## src/hw/rtl/bdgc_pkg.sv

```systemverilog
`timescale 1ns / 1ps
`default_nettype none

package bdgc_pkg;

	localparam int TIME_BITS      = 32;
	localparam int CMP_BITS       = (TIME_BITS > 20) ? TIME_BITS : 20;
	localparam int CFG_INDEX_BITS = 8;
	localparam int CFG_DATA_BITS  = 32;

	typedef logic [TIME_BITS-1:0] time_t;
	typedef logic [CMP_BITS-1:0]  cmp_t;

	typedef enum logic [CFG_INDEX_BITS-1:0] {
		REG_DEBOUNCE_TIME   = 8'd0,
		REG_LONG_PRESS_TIME = 8'd1,
		REG_RESET_HOLD_TIME = 8'd2,
		REG_POLARITY_HIGH   = 8'd3
	} reg_index_t;

	typedef enum logic [1:0] {
		GESTURE_TAP   = 2'd0,
		GESTURE_LONG  = 2'd1,
		GESTURE_RESET = 2'd2
	} gesture_t;

	typedef struct packed {
		logic [15:0] debounce_time;
		logic [19:0] long_press_time;
		logic [19:0] reset_hold_time;
		logic        polarity_high;
	} cfg_t;

	localparam logic [15:0] DEBOUNCE_RESET   = 16'd30;
	localparam logic [19:0] LONG_PRESS_RESET = 20'd1000;
	localparam logic [19:0] RESET_HOLD_RESET = 20'd10000;

endpackage

`default_nettype wire

```

## src/hw/rtl/bdgc_cfg_regs.sv

```systemverilog
`timescale 1ns / 1ps
`default_nettype none

module bdgc_cfg_regs (
	input  wire logic                                clk,
	input  wire logic                                arst_n,
	input  wire logic                                wr_en,
	input  wire logic [bdgc_pkg::CFG_INDEX_BITS-1:0] wr_index,
	input  wire logic [bdgc_pkg::CFG_DATA_BITS-1:0]  wr_data,
	output bdgc_pkg::cfg_t                           cfg
);

	bdgc_pkg::cfg_t cfg_q;

	always_ff @(posedge clk or negedge arst_n) begin
		if (!arst_n) begin
			cfg_q.debounce_time   <= bdgc_pkg::DEBOUNCE_RESET;
			cfg_q.long_press_time <= bdgc_pkg::LONG_PRESS_RESET;
			cfg_q.reset_hold_time <= bdgc_pkg::RESET_HOLD_RESET;
			cfg_q.polarity_high   <= 1'b1;
		end else if (wr_en) begin
			case (wr_index)
				bdgc_pkg::REG_DEBOUNCE_TIME:   cfg_q.debounce_time   <= wr_data[15:0];
				bdgc_pkg::REG_LONG_PRESS_TIME: cfg_q.long_press_time <= wr_data[19:0];
				bdgc_pkg::REG_RESET_HOLD_TIME: cfg_q.reset_hold_time <= wr_data[19:0];
				bdgc_pkg::REG_POLARITY_HIGH:   cfg_q.polarity_high   <= wr_data[0];
				default: ;
			endcase
		end
	end

	assign cfg = cfg_q;

endmodule

`default_nettype wire

```

## src/hw/rtl/bdgc_core.sv

```systemverilog
`timescale 1ns / 1ps
`default_nettype none

module bdgc_core (
	input  wire logic            clk,
	input  wire logic            arst_n,
	input  wire bdgc_pkg::cfg_t  cfg,
	input  wire logic            step,
	input  wire logic            pin,
	input  wire bdgc_pkg::time_t now,
	output logic                 res_valid,
	output bdgc_pkg::gesture_t   res_gesture
);

	logic            started_q;
	logic            raw_pressed_q;
	logic            stable_pressed_q;
	bdgc_pkg::time_t raw_change_time_q;
	bdgc_pkg::time_t press_start_time_q;
	logic            long_reported_q;
	logic            reset_reported_q;

	logic            cur;
	logic            raw_n;
	logic            stable_n;
	bdgc_pkg::time_t rct_n;
	bdgc_pkg::time_t pst_n;
	logic            lr_n;
	logic            rr_n;
	bdgc_pkg::time_t el_raw;
	bdgc_pkg::time_t el_press;
	logic            deb_fire;
	logic            tap;
	logic            reset_fire;
	logic            long_fire;

	always_comb begin
		cur      = cfg.polarity_high ? pin : !pin;
		raw_n    = cur;
		rct_n    = (cur != raw_pressed_q) ? now : raw_change_time_q;
		el_raw   = now - rct_n;
		deb_fire = (raw_n != stable_pressed_q) &&
			(bdgc_pkg::cmp_t'(el_raw) >= bdgc_pkg::cmp_t'(cfg.debounce_time));
		stable_n = deb_fire ? raw_n : stable_pressed_q;
		pst_n    = press_start_time_q;
		lr_n     = long_reported_q;
		rr_n     = reset_reported_q;
		if (deb_fire && raw_n) begin
			pst_n = now;
			lr_n  = 1'b0;
			rr_n  = 1'b0;
		end
		tap        = deb_fire && !raw_n && !long_reported_q;
		el_press   = now - pst_n;
		reset_fire = stable_n && (cfg.reset_hold_time != 20'd0) && !rr_n &&
			(bdgc_pkg::cmp_t'(el_press) >= bdgc_pkg::cmp_t'(cfg.reset_hold_time));
		long_fire  = stable_n && !lr_n && !reset_fire &&
			(bdgc_pkg::cmp_t'(el_press) >= bdgc_pkg::cmp_t'(cfg.long_press_time));
		if (reset_fire) begin
			rr_n = 1'b1;
			lr_n = 1'b1;
		end else if (long_fire) begin
			lr_n = 1'b1;
		end
	end

	always_ff @(posedge clk or negedge arst_n) begin
		if (!arst_n) begin
			started_q          <= 1'b0;
			raw_pressed_q      <= 1'b0;
			stable_pressed_q   <= 1'b0;
			raw_change_time_q  <= '0;
			press_start_time_q <= '0;
			long_reported_q    <= 1'b0;
			reset_reported_q   <= 1'b0;
		end else if (step) begin
			if (!started_q) begin
				started_q        <= 1'b1;
				raw_pressed_q    <= cur;
				stable_pressed_q <= cur;
			end else begin
				raw_pressed_q      <= raw_n;
				stable_pressed_q   <= stable_n;
				raw_change_time_q  <= rct_n;
				press_start_time_q <= pst_n;
				long_reported_q    <= lr_n;
				reset_reported_q   <= rr_n;
			end
		end
	end

	always_comb begin
		res_valid   = started_q && (tap || reset_fire || long_fire);
		res_gesture = bdgc_pkg::GESTURE_TAP;
		if (reset_fire) begin
			res_gesture = bdgc_pkg::GESTURE_RESET;
		end else if (long_fire) begin
			res_gesture = bdgc_pkg::GESTURE_LONG;
		end
	end

	assert property (@(posedge clk) disable iff (!arst_n)
		step && res_valid && (res_gesture != bdgc_pkg::GESTURE_TAP) |=> long_reported_q)
		else $error("long press flag not set after hold gesture");

	assert property (@(posedge clk) disable iff (!arst_n)
		step && res_valid && (res_gesture == bdgc_pkg::GESTURE_TAP) |=> !stable_pressed_q)
		else $error("tap given without stable release");

	assert property (@(posedge clk) disable iff (!arst_n)
		reset_reported_q |-> long_reported_q)
		else $error("reset hold reported without long press flag");

endmodule

`default_nettype wire

```

## src/hw/rtl/button_debounce_gesture_classifier_top.sv

```systemverilog
`timescale 1ns / 1ps
`default_nettype none

// Button debounce and gesture classifier. Each item is one pin sample with a
// millisecond timestamp; the block debounces the level and reports a single
// tap, a long press or a factory reset hold, at most one gesture per item.
// One item is taken every clock while the output is not stalled. An item is
// registered on acceptance; its gesture (if any) is worked out against the
// debounce state and lands in the output register once the output can take
// it. The debounce state updates once per item. The user must make register
// writes only while the block is idle; the block itself does not enforce it.
module button_debounce_gesture_classifier_top (
	input  wire logic                                clk,
	input  wire logic                                arst_n,
	input  wire logic                                in_valid,
	output logic                                     in_stall,
	input  wire logic                                pin_level,
	input  wire logic [31:0]                         now_time,
	output logic                                     out_valid,
	input  wire logic                                out_stall,
	output logic [1:0]                               gesture,
	input  wire logic                                cfg_valid,
	output logic                                     cfg_ready,
	input  wire logic [bdgc_pkg::CFG_INDEX_BITS-1:0] cfg_index,
	input  wire logic [bdgc_pkg::CFG_DATA_BITS-1:0]  cfg_data
);

	bdgc_pkg::cfg_t     cfg;
	logic               valid_s1;
	logic               pin_s1;
	bdgc_pkg::time_t    now_s1;
	logic               out_valid_q;
	logic [1:0]         gesture_q;
	logic               adv;
	logic               res_valid;
	bdgc_pkg::gesture_t res_gesture;

	assign cfg_ready = 1'b1;

	bdgc_cfg_regs u_cfg (
		.clk      (clk),
		.arst_n   (arst_n),
		.wr_en    (cfg_valid && cfg_ready),
		.wr_index (cfg_index),
		.wr_data  (cfg_data),
		.cfg      (cfg)
	);

	assign adv      = !out_valid_q || !out_stall;
	assign in_stall = valid_s1 && !adv;

	always_ff @(posedge clk or negedge arst_n) begin
		if (!arst_n) begin
			valid_s1 <= 1'b0;
		end else if (!valid_s1 || adv) begin
			valid_s1 <= in_valid;
		end
	end

	always_ff @(posedge clk) begin
		if ((!valid_s1 || adv) && in_valid) begin
			pin_s1 <= pin_level;
			now_s1 <= bdgc_pkg::time_t'(now_time);
		end
	end

	bdgc_core u_core (
		.clk         (clk),
		.arst_n      (arst_n),
		.cfg         (cfg),
		.step        (valid_s1 && adv),
		.pin         (pin_s1),
		.now         (now_s1),
		.res_valid   (res_valid),
		.res_gesture (res_gesture)
	);

	always_ff @(posedge clk or negedge arst_n) begin
		if (!arst_n) begin
			out_valid_q <= 1'b0;
		end else if (adv) begin
			out_valid_q <= valid_s1 && res_valid;
		end
	end

	always_ff @(posedge clk) begin
		if (adv && valid_s1 && res_valid) begin
			gesture_q <= res_gesture;
		end
	end

	assign out_valid = out_valid_q;
	assign gesture   = gesture_q;

	assert property (@(posedge clk) disable iff (!arst_n)
		in_stall |-> out_valid && out_stall)
		else $error("input held back while output free");

	assert property (@(posedge clk) disable iff (!arst_n)
		!valid_s1 && !out_stall |=> !out_valid)
		else $error("result invented with no item in flight");

	assert property (@(posedge clk) disable iff (!arst_n)
		out_valid |-> (gesture != 2'd3))
		else $error("gesture code out of range");

endmodule

`default_nettype wire
```

## config.mk

```make
export PLATFORM = sky130hd
export DESIGN_NAME = button_debounce_gesture_classifier_top
export DESIGN_NICKNAME = d
export VERILOG_FILES = /design/src/hw/rtl/bdgc_pkg.sv /design/src/hw/rtl/bdgc_cfg_regs.sv /design/src/hw/rtl/bdgc_core.sv /design/src/hw/rtl/button_debounce_gesture_classifier_top.sv
export SDC_FILE = /design/constraint.sdc
export NUM_CORES = 1
export LEC_CHECK = 0
export BUFFER_PORTS_ARGS = -buffer_cell sky130_fd_sc_hd__buf_2
export CAP_MARGIN = 30
export CORE_ASPECT_RATIO = 0.8
export CORE_MARGIN = 2
export CORE_UTILIZATION = 50
export DETAILED_ROUTE_END_ITERATION = 8
export GPL_ROUTABILITY_DRIVEN = 0
export PLACE_DENSITY = 0.7
export SYNTH_ARGS = -nofsm -noshare
export SYNTH_HDL_FRONTEND = slang
export SYNTH_SLANG_ARGS = --single-unit
```

## constraint.sdc

```tcl
create_clock -name clk -period 10.01 [get_ports clk]
set_input_delay 2.002 -clock clk [delete_from_list [all_inputs] [get_ports clk]]
set_output_delay 2.002 -clock clk [all_outputs]
set_load 0.005 [all_outputs]
```

==> flow_summary_export.csv <==
group,metric,value,unit
run_status,status,"complete, no violations",
global_routing,grt_pass1_vias,11061,
route,ant_nets,0,
cts,clock_latency,0.44,ns
route,wl_per_cell,18.6,um
logic_synthesis,syn_inst,1396,
placed_design,hpwl,27600,um
sta,fmax,101,MHz
power_and_ir_drop,p_sw,2350,uW
placed_design,dp_slack,-0.426,ns
logic_synthesis,ys_ff_latch,163,
floorplan,ioPinCount,83,
logic_synthesis,ys_seq_area_share,34.0,%
logic_synthesis,async_flop_share,78.5,%
finish,area_growth,21.1,%
sta,rsz0062_at_grt,"true",
floorplan,core-area,0.0245,mm^2
floorplan,die_h,146,um
cts,htree_levels,4,
logic_synthesis,post_synth_num_cell_types,83,
global_routing,grt-ovfl-total,0,
sta,fin_skew,0.0142,ns
setup_path,setup.worst_path.end_class,"flip-flop",
sta,worst_slew_margin_rel,37.3,%
finish,drive_gt1_share,25.7,%
cts,postCtsHoldBufs,0,
setup_path,arrival,10.07,ns
finish,final_util,62.2,%
global_routing,gr-usage-all-layers,27.2,%
route,wl_met3,2910,um
sta,timing.final.crit_share,99.0,%
power_and_ir_drop,power,5170,uW
logic_synthesis,yosys_warnings,0,
power_and_ir_drop,swShare,45.4,%
setup_path,path_delay_family,"simple AND/OR/NAND/NOR gates",
power_and_ir_drop,seqPwrFrac,19.2,%
setup_path,max_stage_delay,0.52,ns
cts,clock_sinks,163,
setup_path,crit_buf_inv,3,
finish,antennaDiodeCount,0,
sta,setup_ws,0.101,ns
route,drc,0,
sta,fin_setup_tns,0,ns
route,topRoutingLayerUsed,"met4",
global_routing,grt_pass1_wl,57400,um
cts,cts_tree,"built",
floorplan,die-area,0.0265,mm^2
logic_synthesis,synth_edf_count,35,
power_and_ir_drop,leakagePower,0.00689,uW
power_and_ir_drop,power.internal,2820,uW
setup_path,crit_path_frequent_cell,"a21oi_2",
sta,max_slew.worst_pin.slew,0.940,ns
flow_run,maxCapViolCount,0,
floorplan,die_width,181,um
power_and_ir_drop,p_per_area,339,mW/mm^2
global_routing,antenna_found_initial,0,
logic_synthesis,avgSynthCellArea,9.01,um^2
finish,nNetsFinal,1786,
cts,clk_path_buf_depth,2,
route,avgViaCountPerCell,6.05,
cts,cts-root-buf,"clkbuf_16",
placed_design,dp_cells,1880,
setup_path,crit_slowest_cell,"or4_1",
sta,min_period,9.91,ns
logic_synthesis,ys.flop_type,"dfrtp_1",
floorplan,start_util,51.4,%
placed_design,portBuffers,69,
global_routing,grt_max_degree,73,
cts,path_clk_slew,0.08,ns
route,drt_iter0_drc,1068,
finish,fill_cells,2083,
setup_path,cp.required,10.17,ns
power_and_ir_drop,clkPwrFrac,12.8,%
setup_path,crit_path_max_fanout,6,
route,route.met2.wl,15700,um
route,totalWireLength,35900,um
sta,setup_viol,0,
sta,finalHoldViolCount,0,
setup_path,worstSetupPathType,"reg -> reg",
cts,cts_made_buffers,17,
setup_path,startpoint_type,"flip-flop",
power_and_ir_drop,peakVddDrop,157,uV
logic_synthesis,syn_area,0.0126,mm^2
logic_synthesis,synth_nets,1584,
finish,final_cells,1929,
sta,drv_slew,0,
route,via_count,11674,
floorplan,core.rowCount,51,
power_and_ir_drop,p_comb_share,68.0,%
route,first_pass_iters,6,
route,met1Wirelength,16500,um
hold_path,hp-class,"reg -> reg",
path summary, 6_finish.rpt:
kind,from,end,depth (start not counted),slack (ns)
worst max register to register,pin_s1,gesture[0],50,0.10
worst min register to register,u_core.press_start_time_q[8],u_core.press_start_time_q[8],2,0.50
worst min-delay path,u_core.press_start_time_q[8],u_core.press_start_time_q[8],2,0.50
max in group asynchronous,arst_n,u_core.raw_change_time_q[26],2,7.23
min in group asynchronous,arst_n,u_cfg.cfg[47],1,1.57
worst max-delay path,pin_s1,gesture[0],50,0.10
stage by stage:
| stage | cell area (um^2) | hold slack, ns |
|---|---|---|
| 2_1_floorplan | 12600 | 0.446 |
| 6_report | 15200 | 0.498 |
| 3_5_place_dp | 14300 | 0.476 |
| 5_1_grt | 15200 | 0.525 |
| 4_1_cts | 15100 | 0.496 |
| 3_3_place_gp | 14300 | 0.459 |
cells by family after synthesis:
group / synth area share (%)
other cells: 0.0298
xor+xnor: 3.57
fa+ha+maj: 11.7
compound gates: 19.3
buf+inv: 4.15
mux: 10.4
simple gates: 16.8
flops: 34.0
cell usage after synthesis, drive strengths merged, types with 26 or more instances:
cell	instances	area (um^2)
a21o	28	210
a21oi	104	521
clkbuf	38	143
dfrtp	112	2800
edfxtp	35	1050
ha	109	1360
inv	82	308
mux2	65	732
mux2i	58	581
nand2	132	495
nor2	96	360
nor3	34	170
o21ai	97	485
xnor2	26	228
state kept, by name (all words and copies together) (netlist names), 2 cells and up:
| name | count |
|---|---|
| u_core.raw_change_time_q | 32 |
| now_s1 | 32 |
| gesture | 2 |
| u_core.press_start_time_q | 32 |
| u_cfg.cfg | 57 |
power groups by stage:
stage          Sequential [uW]  Combinational [uW]  Clock (uW)
2_1_floorplan              953                2180           0
3_3_place_gp               986                3150           0
3_5_place_dp               997                3240           0
4_1_cts                    987                3360         672
5_1_grt                   1010                3850         698
6_report                   991                3520         661
cell usage in the layout, fill, tap and decap left out, drive strengths merged, types with 9 or more instances in the layout:
| master | count |
|---|---|
| a211oi | 15 |
| a21o | 28 |
| a21oi | 104 |
| a31oi | 11 |
| and2 | 11 |
| and3 | 15 |
| buf | 236 |
| clkbuf | 17 |
| dfrtp | 112 |
| dfstp | 16 |
| edfxtp | 35 |
| ha | 109 |
| inv | 91 |
| maj3 | 9 |
| mux2 | 65 |
| mux2i | 58 |
| nand2 | 132 |
| nand2b | 19 |
| nand3 | 25 |
| nand4 | 14 |
| nor2 | 96 |
| nor2b | 17 |
| nor3 | 34 |
| nor4 | 18 |
| o2111ai | 9 |
| o211ai | 18 |
| o21a | 20 |
| o21ai | 97 |
| o31ai | 10 |
| or2 | 9 |
| or3 | 12 |
| xnor2 | 26 |
| xor2 | 20 |
timing repair:
action                     CTS  global route
setup endpoints to repair    7             7
resized for setup           31            31
pin swaps                   25            29
gates cloned                 0             0
setup buffers               10             7
final cells by class:
| type | count | area [um^2] | area share, % |
|---|---|---|---|
| multi-input combinational | 1098 | 8040 | 52.7 |
| sequential | 163 | 4270 | 28.0 |
| timing repair buffer | 236 | 1640 | 10.7 |
| clock buffer | 17 | 425 | 2.79 |
| tap | 318 | 398 | 2.61 |
| inverter | 82 | 308 | 2.02 |
| clock inverter | 15 | 160 | 1.05 |
per-layer routing:
layer	up-vias	global-route usage, %
met5	-	0
met4	0	8.54
met3	62	4.88
met2	435	41.3
met1	5629	39.4
li1	5548	-
worst min-delay path, stage by stage (launching register included):
cell and delay, ns:
dfrtp_1 0.35, nand2_1 0.05, o21ai_0 0.06
Note: power is estimated with default switching activity, not from simulation.
